### src/hw/rtl/assert_macros.svh
// Assertion helpers shared by the RTL. Clocked on clk, off while rst_n is low.
`ifndef ASSERT_MACROS_SVH
`define ASSERT_MACROS_SVH

// prop must hold at every clock edge
`define ASSERT_AT(lbl, prop) \
    lbl: assert property (@(posedge clk) disable iff (!rst_n) prop) \
        else $error("assertion failed");

// cond must never be true
`define ASSERT_NEVER(lbl, cond) \
    lbl: assert property (@(posedge clk) disable iff (!rst_n) !(cond)) \
        else $error("forbidden condition seen");

`endif

### src/hw/rtl/mtr_pkg.sv
`default_nettype none
package mtr_pkg;
    localparam int MAX_SAMPLES = 15;
    localparam int TABLE_DEPTH = 16;
    localparam int ADC_BITS    = 12;
    localparam int TEMP_W      = 16;
    localparam int FILL_W      = $clog2(MAX_SAMPLES + 1);
    localparam int SIDX_W      = $clog2(MAX_SAMPLES);
    localparam int TIDX_W      = $clog2(TABLE_DEPTH);
    localparam int TSZ_W       = 5;
    localparam int CFG_W       = 5;
    localparam int CFG_IDX_W   = 2;
    localparam int PROD_W      = TEMP_W + 1 + ADC_BITS + 1;
    localparam int DVD_W       = PROD_W;
    localparam int DCNT_W      = $clog2(DVD_W);

    localparam logic signed [TEMP_W-1:0] OFF_TEMPERATURE = -16'sd35;
    localparam logic [ADC_BITS-1:0]      OFF_MEDIAN      = 12'd3000;

    localparam logic CMD_TABLE  = 1'b0;
    localparam logic CMD_SAMPLE = 1'b1;

    localparam logic [CFG_IDX_W-1:0] REG_SAMPLE_COUNT  = 2'd0;
    localparam logic [CFG_IDX_W-1:0] REG_SENSOR_ENABLE = 2'd1;
    localparam logic [CFG_IDX_W-1:0] REG_TABLE_SIZE    = 2'd2;

    typedef struct packed {
        logic                      command;
        logic [3:0]                entry_index;
        logic [ADC_BITS-1:0]       entry_x;
        logic signed [TEMP_W-1:0]  entry_y;
        logic [ADC_BITS-1:0]       sample;
    } item_t;

    typedef struct packed {
        logic signed [TEMP_W-1:0]  temperature;
        logic [ADC_BITS-1:0]       median;
    } result_t;

    typedef enum logic [2:0] {
        RS_FIRST,
        RS_LAST,
        RS_ONE,
        RS_NEXT,
        RS_PREV
    } rd_sel_t;

    typedef struct packed {
        logic    write_entry;
        logic    take_sample;
        logic    rank_step;
        logic    ld_first;
        logic    ld_last;
        logic    ld_hit;
        logic    ld_prev;
        logic    mul;
        logic    div_step;
        logic    calc;
        logic    emit;
        logic    emit_off;
        rd_sel_t rd_sel;
    } dp_cmd_t;

    typedef struct packed {
        logic enabled;
        logic sample_ends;
        logic rank_found;
        logic ge_first;
        logic le_last;
        logic srch_hit;
        logic div_done;
    } dp_stat_t;
endpackage
`default_nettype wire

### src/hw/rtl/mtr_ctrl.sv
`default_nettype none
module mtr_ctrl (
    input  wire logic            clk,
    input  wire logic            rst_n,
    input  wire logic            start,
    input  wire logic            command,
    input  wire mtr_pkg::dp_stat_t st,
    output mtr_pkg::dp_cmd_t     cmd,
    output logic                 busy
);
    import mtr_pkg::*;

    typedef enum logic [9:0] {
        ST_IDLE = 10'b0000000001,
        ST_RANK = 10'b0000000010,
        ST_RD0  = 10'b0000000100,
        ST_RDL  = 10'b0000001000,
        ST_SRCH = 10'b0000010000,
        ST_PREV = 10'b0000100000,
        ST_MUL  = 10'b0001000000,
        ST_DIV  = 10'b0010000000,
        ST_CALC = 10'b0100000000,
        ST_FIN  = 10'b1000000000
    } state_t;

    state_t state_reg, state_next;

    // sample taken in idle with the sensor off / closing a burst
    logic off_take;
    logic last_take;

    always_ff @(posedge clk or negedge rst_n)
    begin
        if (!rst_n)
        begin
            state_reg <= ST_IDLE;
        end
        else
        begin
            state_reg <= state_next;
        end
    end

    always_comb
    begin
        state_next = state_reg;
        cmd        = '0;
        cmd.rd_sel = RS_FIRST;
        unique case (state_reg)
            ST_IDLE:
            begin
                if (start)
                begin
                    if (command == CMD_TABLE)
                    begin
                        cmd.write_entry = 1'b1;
                    end
                    else if (!st.enabled)
                    begin
                        cmd.emit_off = 1'b1;
                    end
                    else
                    begin
                        cmd.take_sample = 1'b1;
                        if (st.sample_ends)
                        begin
                            state_next = ST_RANK;
                        end
                    end
                end
            end
            ST_RANK:
            begin
                cmd.rank_step = 1'b1;
                if (st.rank_found)
                begin
                    state_next = ST_RD0;
                end
            end
            ST_RD0:
            begin
                if (st.ge_first)
                begin
                    cmd.ld_first = 1'b1;
                    state_next   = ST_FIN;
                end
                else
                begin
                    cmd.rd_sel = RS_LAST;
                    state_next = ST_RDL;
                end
            end
            ST_RDL:
            begin
                if (st.le_last)
                begin
                    cmd.ld_last = 1'b1;
                    state_next  = ST_FIN;
                end
                else
                begin
                    cmd.rd_sel = RS_ONE;
                    state_next = ST_SRCH;
                end
            end
            ST_SRCH:
            begin
                if (st.srch_hit)
                begin
                    cmd.ld_hit = 1'b1;
                    cmd.rd_sel = RS_PREV;
                    state_next = ST_PREV;
                end
                else
                begin
                    cmd.rd_sel = RS_NEXT;
                end
            end
            ST_PREV:
            begin
                cmd.ld_prev = 1'b1;
                state_next  = ST_MUL;
            end
            ST_MUL:
            begin
                cmd.mul    = 1'b1;
                state_next = ST_DIV;
            end
            ST_DIV:
            begin
                cmd.div_step = 1'b1;
                if (st.div_done)
                begin
                    state_next = ST_CALC;
                end
            end
            ST_CALC:
            begin
                cmd.calc   = 1'b1;
                state_next = ST_FIN;
            end
            ST_FIN:
            begin
                cmd.emit   = 1'b1;
                state_next = ST_IDLE;
            end
            default:
            begin
                state_next = ST_IDLE;
            end
        endcase
    end

    assign busy = (state_reg != ST_IDLE);

    assign off_take  = (state_reg == ST_IDLE) && start && (command == CMD_SAMPLE)
                       && !st.enabled;
    assign last_take = start && (command == CMD_SAMPLE) && st.sample_ends;

    `include "assert_macros.svh"

    `ASSERT_AT(a_off_stays_idle, off_take |=> (state_reg == ST_IDLE))
    `ASSERT_AT(a_busy_needs_last_sample, $fell(state_reg == ST_IDLE) |-> $past(last_take))
    `ASSERT_NEVER(a_emit_in_idle, cmd.emit && (state_reg == ST_IDLE))
endmodule
`default_nettype wire

### src/hw/rtl/mtr_dp.sv
`default_nettype none
module mtr_dp (
    input  wire logic                          clk,
    input  wire logic                          rst_n,
    input  wire mtr_pkg::item_t                item,
    input  wire logic                          cfg_we,
    input  wire logic [mtr_pkg::CFG_IDX_W-1:0] cfg_index,
    input  wire logic [mtr_pkg::CFG_W-1:0]     cfg_data,
    input  wire mtr_pkg::dp_cmd_t              cmd,
    output mtr_pkg::dp_stat_t                  st,
    output mtr_pkg::result_t                   result,
    output logic                               done
);
    import mtr_pkg::*;

    logic [CFG_W-1:0]  cnt_cfg_reg;
    logic              en_reg;
    logic [TSZ_W-1:0]  tsz_reg;

    logic [ADC_BITS-1:0] smp_reg [MAX_SAMPLES];
    logic [FILL_W-1:0]   fill_reg;
    logic [SIDX_W-1:0]   ci_reg;
    logic [ADC_BITS-1:0] med_reg;

    logic [ADC_BITS+TEMP_W-1:0] tab_mem [TABLE_DEPTH];
    logic [ADC_BITS+TEMP_W-1:0] ent_reg;
    logic [TIDX_W-1:0]          idx_reg;
    logic [TIDX_W-1:0]          rd_addr;

    logic [ADC_BITS-1:0]       xi_reg, xp_reg;
    logic signed [TEMP_W-1:0]  yi_reg, yp_reg;
    logic [DVD_W-1:0]          dvd_reg;
    logic [ADC_BITS-1:0]       dsr_reg;
    logic [ADC_BITS-1:0]       rem_reg;
    logic                      neg_reg;
    logic [DCNT_W-1:0]         dcnt_reg;
    logic signed [TEMP_W-1:0]  t_reg;
    result_t                   result_reg;
    logic                      done_reg;

    logic [FILL_W-1:0]   n_samp;
    logic [FILL_W-1:0]   fill_inc;
    logic [TIDX_W-1:0]   last_idx;
    logic [ADC_BITS-1:0] cand;
    logic [FILL_W-1:0]   rank;
    logic [ADC_BITS-1:0] ent_x;
    logic signed [TEMP_W-1:0] ent_y;

    logic signed [TEMP_W:0]     dy;
    logic [ADC_BITS-1:0]        dxn;
    logic signed [PROD_W-1:0]   prod;
    logic [PROD_W-1:0]          prod_mag;
    logic [ADC_BITS:0]          trial;
    logic                       qbit;
    logic signed [DVD_W+1:0]    q_s;
    logic signed [DVD_W+1:0]    v_s;
    logic signed [DVD_W+1:0]    half_s;
    logic signed [DVD_W+1:0]    t_s;

    // count clamped to 1..MAX_SAMPLES, last table index to 0..TABLE_DEPTH-1
    always_comb
    begin
        if (cnt_cfg_reg == '0)
        begin
            n_samp = FILL_W'(1);
        end
        else if (cnt_cfg_reg > CFG_W'(MAX_SAMPLES))
        begin
            n_samp = FILL_W'(MAX_SAMPLES);
        end
        else
        begin
            n_samp = FILL_W'(cnt_cfg_reg);
        end
        if (tsz_reg == '0)
        begin
            last_idx = '0;
        end
        else if (tsz_reg > TSZ_W'(TABLE_DEPTH))
        begin
            last_idx = TIDX_W'(TABLE_DEPTH - 1);
        end
        else
        begin
            last_idx = TIDX_W'(tsz_reg - TSZ_W'(1));
        end
    end

    assign fill_inc = (fill_reg < FILL_W'(MAX_SAMPLES)) ? fill_reg + FILL_W'(1)
                                                        : FILL_W'(MAX_SAMPLES);

    // rank of the candidate among the filled samples, ties broken by position
    assign cand = smp_reg[ci_reg];
    always_comb
    begin
        rank = '0;
        for (int j = 0; j < MAX_SAMPLES; j++)
        begin
            if ((FILL_W'(j) < fill_reg) &&
                ((smp_reg[j] < cand) || ((SIDX_W'(j) < ci_reg) && (smp_reg[j] == cand))))
            begin
                rank = rank + FILL_W'(1);
            end
        end
    end

    always_comb
    begin
        case (cmd.rd_sel)
            RS_FIRST: rd_addr = '0;
            RS_LAST:  rd_addr = last_idx;
            RS_ONE:   rd_addr = TIDX_W'(1);
            RS_NEXT:  rd_addr = idx_reg + TIDX_W'(1);
            RS_PREV:  rd_addr = idx_reg - TIDX_W'(1);
            default:  rd_addr = '0;
        endcase
    end

    assign ent_x = ent_reg[ADC_BITS+TEMP_W-1:TEMP_W];
    assign ent_y = ent_reg[TEMP_W-1:0];

    assign st.enabled     = en_reg;
    assign st.sample_ends = (fill_inc >= n_samp);
    assign st.rank_found  = (rank == (fill_reg >> 1));
    assign st.ge_first    = (med_reg >= ent_x);
    assign st.le_last     = (med_reg <= ent_x);
    assign st.srch_hit    = (med_reg > ent_x) || (idx_reg == last_idx);
    assign st.div_done    = (dcnt_reg == DCNT_W'(DVD_W - 1));

    assign dy       = (TEMP_W+1)'(yp_reg) - (TEMP_W+1)'(yi_reg);
    assign dxn      = med_reg - xi_reg;
    assign prod     = PROD_W'(dy) * $signed({1'b0, dxn});
    assign prod_mag = prod[PROD_W-1] ? PROD_W'(-prod) : PROD_W'(prod);

    assign trial = {rem_reg, dvd_reg[DVD_W-1]};
    assign qbit  = (trial >= {1'b0, dsr_reg});

    // round: (q + 1) / 2 toward zero, then offset by the lower point
    always_comb
    begin
        q_s    = neg_reg ? -$signed({2'b00, dvd_reg}) : $signed({2'b00, dvd_reg});
        v_s    = q_s + (DVD_W+2)'(1);
        half_s = v_s[DVD_W+1] ? -((-v_s) >>> 1) : (v_s >>> 1);
        t_s    = half_s + (DVD_W+2)'(yi_reg);
    end

    always_ff @(posedge clk or negedge rst_n)
    begin
        if (!rst_n)
        begin
            cnt_cfg_reg <= CFG_W'(15);
            en_reg      <= 1'b1;
            tsz_reg     <= TSZ_W'(1);
            fill_reg    <= '0;
            ci_reg      <= '0;
            idx_reg     <= '0;
            dcnt_reg    <= '0;
            done_reg    <= 1'b0;
        end
        else
        begin
            done_reg <= cmd.emit || cmd.emit_off;
            if (cfg_we)
            begin
                unique case (cfg_index)
                    REG_SAMPLE_COUNT:  cnt_cfg_reg <= cfg_data;
                    REG_SENSOR_ENABLE: en_reg      <= cfg_data[0];
                    REG_TABLE_SIZE:    tsz_reg     <= TSZ_W'(cfg_data);
                    default:           ;
                endcase
            end
            if (cmd.take_sample)
            begin
                fill_reg <= fill_inc;
                ci_reg   <= '0;
            end
            if (cmd.rank_step)
            begin
                if (st.rank_found)
                begin
                    fill_reg <= '0;
                end
                else
                begin
                    ci_reg <= ci_reg + SIDX_W'(1);
                end
            end
            if (cmd.rd_sel == RS_ONE || cmd.rd_sel == RS_NEXT)
            begin
                idx_reg <= rd_addr;
            end
            if (cmd.mul)
            begin
                dcnt_reg <= '0;
            end
            else if (cmd.div_step)
            begin
                dcnt_reg <= dcnt_reg + DCNT_W'(1);
            end
        end
    end

    // payload, no reset
    always_ff @(posedge clk)
    begin
        if (cmd.take_sample && (fill_reg < FILL_W'(MAX_SAMPLES)))
        begin
            smp_reg[SIDX_W'(fill_reg)] <= item.sample;
        end
        if (cmd.rank_step && st.rank_found)
        begin
            med_reg <= cand;
        end
        if (cmd.write_entry)
        begin
            tab_mem[item.entry_index[TIDX_W-1:0]] <= {item.entry_x, item.entry_y};
        end
        ent_reg <= tab_mem[rd_addr];
        if (cmd.ld_hit)
        begin
            xi_reg <= ent_x;
            yi_reg <= ent_y;
        end
        if (cmd.ld_prev)
        begin
            xp_reg <= ent_x;
            yp_reg <= ent_y;
        end
        if (cmd.mul)
        begin
            dvd_reg <= {prod_mag[DVD_W-2:0], 1'b0};
            neg_reg <= prod[PROD_W-1];
            dsr_reg <= xp_reg - xi_reg;
            rem_reg <= '0;
        end
        else if (cmd.div_step)
        begin
            rem_reg <= qbit ? ADC_BITS'(trial - {1'b0, dsr_reg}) : trial[ADC_BITS-1:0];
            dvd_reg <= {dvd_reg[DVD_W-2:0], qbit};
        end
        if (cmd.ld_first || cmd.ld_last)
        begin
            t_reg <= ent_y;
        end
        else if (cmd.calc)
        begin
            if (t_s > (DVD_W+2)'(32767))
            begin
                t_reg <= 16'sd32767;
            end
            else if (t_s < -(DVD_W+2)'(32768))
            begin
                t_reg <= -16'sd32768;
            end
            else
            begin
                t_reg <= t_s[TEMP_W-1:0];
            end
        end
        if (cmd.emit)
        begin
            result_reg.temperature <= t_reg;
            result_reg.median      <= med_reg;
        end
        else if (cmd.emit_off)
        begin
            result_reg.temperature <= OFF_TEMPERATURE;
            result_reg.median      <= OFF_MEDIAN;
        end
    end

    assign result = result_reg;
    assign done   = done_reg;

    `include "assert_macros.svh"

    `ASSERT_NEVER(a_fill_bound, fill_reg > FILL_W'(MAX_SAMPLES))
    `ASSERT_AT(a_emit_strobe, (cmd.emit || cmd.emit_off) |=> done_reg)
    `ASSERT_AT(a_div_len, cmd.mul |=> (dcnt_reg == '0))
endmodule
`default_nettype wire

### src/hw/rtl/median_table_thermistor_reader.sv
`default_nettype none
// Burst-median thermistor reader. Pulse start with item.command = 0 to write
// one point {entry_x, entry_y} of the interpolation table (x descending with
// index), or with command = 1 to deliver one ADC sample. An item is taken on
// a clock edge where start is high and busy is low. Samples are gathered
// until the burst reaches the configured count (clamped to 1..15); the last
// sample raises busy while the burst is ranked (one candidate per cycle),
// the table is walked one entry per cycle through its single read port, and
// the interval slope goes through a 30-step restoring divider (one quotient
// bit per cycle). Ends-of-table hits skip the divider. Table writes and
// non-final samples never raise busy. With the sensor disabled each sample
// answers at once with temperature -35 and median 3000 and leaves the burst
// alone. done is a one-cycle strobe with result valid alongside it: the
// receiver cannot stall, so it must capture result on that cycle.
// Configuration writes (cfg_we, cfg_index, cfg_data) land at once and belong
// in idle periods only.
module median_table_thermistor_reader (
    input  wire logic                          clk,
    input  wire logic                          rst_n,
    input  wire logic                          start,
    output logic                               busy,
    input  wire mtr_pkg::item_t                item,
    output logic                               done,
    output mtr_pkg::result_t                   result,
    input  wire logic                          cfg_we,
    input  wire logic [mtr_pkg::CFG_IDX_W-1:0] cfg_index,
    input  wire logic [mtr_pkg::CFG_W-1:0]     cfg_data
);
    import mtr_pkg::*;

    dp_cmd_t  cmd;
    dp_stat_t st;

    // sequencer: walks rank, table search, divide, round
    mtr_ctrl u_ctrl (
        .clk     (clk),
        .rst_n   (rst_n),
        .start   (start),
        .command (item.command),
        .st      (st),
        .cmd     (cmd),
        .busy    (busy)
    );

    // burst store, table memory, ranker, divider and result register
    mtr_dp u_dp (
        .clk       (clk),
        .rst_n     (rst_n),
        .item      (item),
        .cfg_we    (cfg_we),
        .cfg_index (cfg_index),
        .cfg_data  (cfg_data),
        .cmd       (cmd),
        .st        (st),
        .result    (result),
        .done      (done)
    );
endmodule
`default_nettype wire

### config.mk
export PLATFORM = sky130hd
export DESIGN_NAME = median_table_thermistor_reader
export DESIGN_NICKNAME = d
export VERILOG_FILES = /design/src/hw/rtl/mtr_pkg.sv /design/src/hw/rtl/mtr_ctrl.sv /design/src/hw/rtl/mtr_dp.sv /design/src/hw/rtl/median_table_thermistor_reader.sv
export VERILOG_INCLUDE_DIRS = /design/src /design/src/hw/rtl
export SDC_FILE = /design/constraint.sdc
export NUM_CORES = 2
export LEC_CHECK = 0
export BUFFER_PORTS_ARGS = -buffer_cell sky130_fd_sc_hd__buf_2
export CAP_MARGIN = 25
export CORE_AREA = 8 8 328 330
export DETAILED_ROUTE_END_ITERATION = 12
export DIE_AREA = 0 0 336 338
export PLACE_DENSITY_LB_ADDON = 0.3
export SYNTH_ARGS = -nofsm -noshare
export SYNTH_HDL_FRONTEND = slang
export SYNTH_SLANG_ARGS = --single-unit
export TNS_END_PERCENT = 30
### constraint.sdc
create_clock -name clk -period 21.1 [get_ports clk]
set_input_delay 3.165 -clock clk [delete_from_list [all_inputs] [get_ports clk]]
set_output_delay 3.165 -clock clk [all_outputs]
set_load 0.01 [all_outputs]
# After elaboration in Yosys (flattened, before gate mapping)
# Memories as Yosys holds them, arrays and structs flattened. A register that Yosys moved wholly into a read port is not among the register bits.
# Cells that the tools add are included.
# totals
reg_bits,206
input_bits,56
mem_count,2
ramBits,628
latch_bits,0
mem_bits_ro,0
output_inout_bits,30
# classes
order_cmp,55
n_shift,0
n_div,0
eq_ne,42
n_mul,1
n_addsub,30
n_mux,80
n_reduce_logical,61
bitwise_logic,0
# mem_list
name,words,width,rd,rd_ports_with_merged_regs,write_ports,line,text
u_dp.tab_mem,16,28,1,1,1,mtr_dp.sv:25,logic [ADC_BITS+TEMP_W-1:0] tab_mem [TABLE_DEPTH];
u_dp.smp_reg,15,12,16,0,1,mtr_dp.sv:20,logic [ADC_BITS-1:0] smp_reg [MAX_SAMPLES];
# ops
cell,count
$eq A12 B12 Y1,15
$lt A12 B12 Y1,15
$mux W4,25
$mux W10,9
$pmux W10 S9,1
$add A4 B1 Y4 const B,16
$mux W16,4
$mux W32,2
$mux W30,2
$lt A4 B4 Y1 const A,14
$mux W28,2
$sub A12 B12 Y12,3
$add A32 B16 Y32,1
$add A32 B2 Y32 const B,1
$gt A32 B16 Y1 const B,1
$logic_and A1 B1 Y1,32
$lt A3 B4 Y1 const A,8
$lt A32 B16 Y1 const B,1
$neg A30 Y32,1
$neg A31 Y32,1
$neg A32 Y32,1
$mul A17 B13 Y30,1
$mux W29,1
$neg A29 Y29,1
other kinds (48),111

# Depth between registers and ports, before layout
# An unclocked memory read counts as a cell.
# logic_depth
word_depth,37
ltp_mapped,62
mapped_depth_nobuf,60

# Modules after synthesis
# From an unflattened synthesis, not the netlist that was laid out.
# unflattened
hier_cells,4885
hier_area_um2,55029.0
# by_module_without_submodules
mod,area_per_inst_um2,cells_each,n_inst,seq_area_each_um2
mtr_dp,54278.3,4797,1,25396.9
mtr_ctrl,750.7,88,1,251.5

# Worst setup path before layout
# Ideal clock, no wire load.
# synth_timing
path_kind,reg-to-reg
startpoint,register u_dp.ci_reg[0]
endpoint,"register u_dp.med_reg[0], enable pin"
slack_ns,5.470
t_arrival_ns,15.219
setup_ns,0.411
path_stages_with_launch,59
t_required_ns,20.689
path_buffers,3
path_cell_list,dfrtp_1 -> clkbuf_1 -> buf_1 -> mux4_2 -> nand2_1 -> nand2_1 -> a2111oi_0 -> ha_1 -> a21o_1 -> a21oi_1 -> nor2b_1 -> o21ai_0 -> nand2b_1 -> a21oi_1 -> nor2b_1 -> o21ai_0 -> a22oi_1 -> a21oi_1 -> (+23 left out) -> ha_1 -> inv_1 -> o21ai_0 -> or2_2 -> ha_1 -> nand2_1 -> nand2_1 -> ha_1 -> clkbuf_1 -> and4b_1 -> o21ai_0 -> nand4_1 -> a2111oi_0 -> o211ai_1 -> or3_1 -> and3_1 -> or2_2 -> a211oi_1
# synth_between
elab_chain_cells,36
# synth_lines
element,line,text
"start, declared",mtr_dp.sv:22,logic [SIDX_W-1:0] ci_reg;
"start signal, assigned",mtr_dp.sv:185,ci_reg <= ci_reg + SIDX_W'(1);
"parallel branches: the longest is 33 deep, another holds $mem_v2 Z15 W12",n/a,
$mux W4 (*),mtr_dp.sv:99,if ((FILL_W'(j) < fill_reg) &&
$eq A4 B3 Y1 (*),mtr_dp.sv:124,assign st.rank_found = (rank == (fill_reg >> 1));
$logic_and A1 B1 Y1 (*),mtr_dp.sv:210,if (cmd.rank_step && st.rank_found)
"end signal, assigned",mtr_dp.sv:212,med_reg <= cand;
"end, declared",mtr_dp.sv:23,logic [ADC_BITS-1:0] med_reg;
# Mark *: on every way between the ends.
# A chain may end at the register's enable or synchronous reset.

# Worst setup path in the final report
# layout_timing
startpoint,register u_dp.ci_reg[0]
endpoint,"register u_dp.med_reg[3], enable pin"
# layout_between
elab_chain_cells,36
# layout_lines
element,line,text
$mem_v2 Z15 W12 (*),n/a,
named net u_dp.cand[6],mtr_dp.sv:44,logic [ADC_BITS-1:0] cand;
"parallel branches: the longest is 32 deep, another holds $lt A12 B12 Y1",n/a,
$mux W4 (*),mtr_dp.sv:99,
$eq A4 B3 Y1 (*),mtr_dp.sv:124,
$logic_and A1 B1 Y1 (*),mtr_dp.sv:210,
# Mark *: on every way through the listed nets, which the timed path passes.

==> metrics.yaml <==
floorplan:
  die_w_um: 336
  rows: 118
  core-area_mm2: 0.103
  fp.dieH_um: 338
  ios: 86
  start_util_pct: 53.3
  die_area_mm2: 0.114
cts:
  numCtsBuffers: 87
  clk_pin_slew_ps: 60
  htreeDepth: 3
  hold_buffers: 0
  cts.sinks: 874
  cts_tree: "built"
  postCtsSetupBuffers: 0
  clk_latency_ps: 670
  ctsResizeCount: 0
  clk_path_buf_depth: 3
  cts_root_buffer: "clkbuf_16"
placement:
  place_hpwl_um: 103000
  io_buffers: 85
  place.gp.congestion: 0.954
  place_inst: 6205
routing:
  antenna_left: 0
  viasPerCell: 6.05
  dr.pass1.iters: 6
  drc: 0
  vias: 38528
  drtIter0Drc: 3634
  routed_wl_um: 147000
  wl_per_cell_um: 23.1
sta:
  min_period_ps: 14770
  period_share_pct: 70.0
  fin_setup_tns_ps: 0
  drv_slew: 0
  tightest_slew_ps: 1140
  finalSetupViolCount: 0
  max-slew-margin-rel_pct: 23.2
  hold_violations: 0
  fmax_mhz: 67.7
  finClkSkew_ps: 32.5
  rsz0062_at_grt: "false"
worst_setup_path:
  worst_path_largest_cell_delay_ps: 760
  cp_max_fo: 32
  endpoint_kind: "register"
  critPathLaunchType: "register"
  slowest_stage: "dfrtp_4"
  critical_path_class: "reg2reg"
  cp.arrival_ps: 15080
  cp_common_cell: "ha_1"
  worst_ep_required_time_ps: 21420
cells_and_area:
  final_nets: 5542
  fin_cells: 6372
  syn_to_final_growth_pct: 9.64
  layout-drive-gt1-share_pct: 9.98
  num-fill-cells: 8325
  largest_register_ffs: 448
  ff_latch_area_mm2: 0.0257
  multi_input_area_mm2: 0.0272
synthesis:
  async_reset_ff_share_pct: 4.46
  yosysUniqueCellTypes: 111
  yosysSeqAreaShare_pct: 46.9
  synth_enable_flop_cells: 794
  synthFlopType: "edfxtp_1"
  synthCells: 4854
  netlist_area_mm2: 0.0547
  synth.avg_cell_area_um2: 11.3
  synth-seq-cells: 874
  ys_warn_count: 0
flow_run:
  cap_violations: 0
global_route:
  grt_pass1_vias: 37564
  grt_max_degree: 157
  grt_remaining_overflow: 0
  track_usage_pct: 25.5
  grt_pass1_wl_um: 224000
  antenna_found_initial: 12
status:
  status: "completed"
min_path:
  hold_class: "reg2reg"
-- cell usage after synthesis (99+ instances only) --
library cell  instances  area share (%)
o21ai_0             148             1.4
xnor2_1             171             2.7
edfxtp_1            794              44
xor2_1               99             1.6
ha_1                375             8.6
a211oi_1            156             2.1
nor2b_1             160             1.8
a21oi_1             239             2.2
nand2_1             502             3.4
fa_1                194             7.1
clkbuf_1            169             1.2
nor2_1              299             2.1
inv_1               364             2.5
-- worst max-delay path, delay by kind of cell, from the launching register on --
kind                     cells  cell delay [ps]
AO/OA/AOI/OAI               14             2420
XOR/XNOR                     1              670
adder cells (fa/ha/maj)     11             3100
buffers and inverters        5             1560
flip-flops                   1              760
multiplexers                 6             2240
AND/OR/NAND/NOR             18             3590
-- cells in the final DEF, fill, tap and decap left out, types with 22 or more instances in the layout --
master and n:
a211oi_1 155, a21o_1 81, a21oi_1 239, a311oi_1 57, a31oi_1 72, buf_2 85
buf_4 63, clkbuf_16 87, dfrtp_1 30, dfxtp_1 41, edfxtp_1 794, fa_1 194
ha_1 375, inv_1 364, mux2_2 27, mux4_2 51, nand2_1 502, nand2b_1 68
nand3_1 54, nand4_1 68, nor2_1 279, nor2b_1 160, nor3_1 72, nor4_1 26
o211ai_1 31, o21a_1 22, o21ai_0 147, or2_2 27, or3_1 31, xnor2_1 171
xor2_1 97
-- path summary, 6_finish.rpt --
check,from,to,slack (ps),depth (start not counted)
setup / recovery,u_dp.ci_reg[0],u_dp.med_reg[3],6330,55
hold / removal,u_dp.rem_reg[11],u_dp.rem_reg[11],460,2
setup reg to reg,u_dp.ci_reg[0],u_dp.med_reg[3],6330,55
hold reg to reg,u_dp.rem_reg[11],u_dp.rem_reg[11],460,2
max in group asynchronous,rst_n,u_dp.ci_reg[0],18030,2
min in group asynchronous,rst_n,u_dp.tsz_reg[1],2590,2
-- final cells by class --
cell class	count	area share, %
antenna	3	0.0125
clock buffer	109	3.85
clock inverter	52	0.964
inverter	368	2.30
multi-input combinational	3426	45.4
sequential	874	42.8
tap	1380	2.88
timing repair buffer	160	1.82
-- metrics by stage --
| step | instance area [µm²] | worst slack [ps] | util [%] | hold slack (ps) |
|---|---|---|---|---|
| final | 60000 | 6330 | 58.5 | 462 |
| after floorplan | 54700 | 5470 | - | 426 |
| after global placement | 56900 | 6720 | 55.5 | 445 |
| after global routing | 60000 | 5460 | 58.4 | 491 |
| after detailed placement | 57000 | 6520 | 55.6 | 449 |
| after CTS | 59900 | 6430 | 58.4 | 463 |
-- logic make-up after synthesis --
| kind of cell | after synthesis | synth area share (%) |
|---|---|---|
| AOI/OAI and AO/OA | 1004 | 12.3 |
| xor gates and xnor gates | 281 | 4.78 |
| adders and majority gates | 570 | 15.7 |
| buffers and inverters | 565 | 3.94 |
| DFF | 874 | 46.9 |
| muxes | 98 | 3.02 |
| other | 1 | 0.00685 |
| and+or+nand+nor | 1461 | 13.3 |
-- routing by layer --
layer | vias to the layer above | part of all wire [%] | track usage [%]
li1 | 17828 | - | -
met1 | 19014 | 41 | 33.3
met2 | 1405 | 48 | 42.7
met3 | 273 | 7.1 | 4.46
met4 | 8 | 3.6 | 9.50
met5 | - | 0.035 | 0
Power is not shown: default switching activity piles up to over one toggle a cycle in this logic, so the estimate is an artifact.
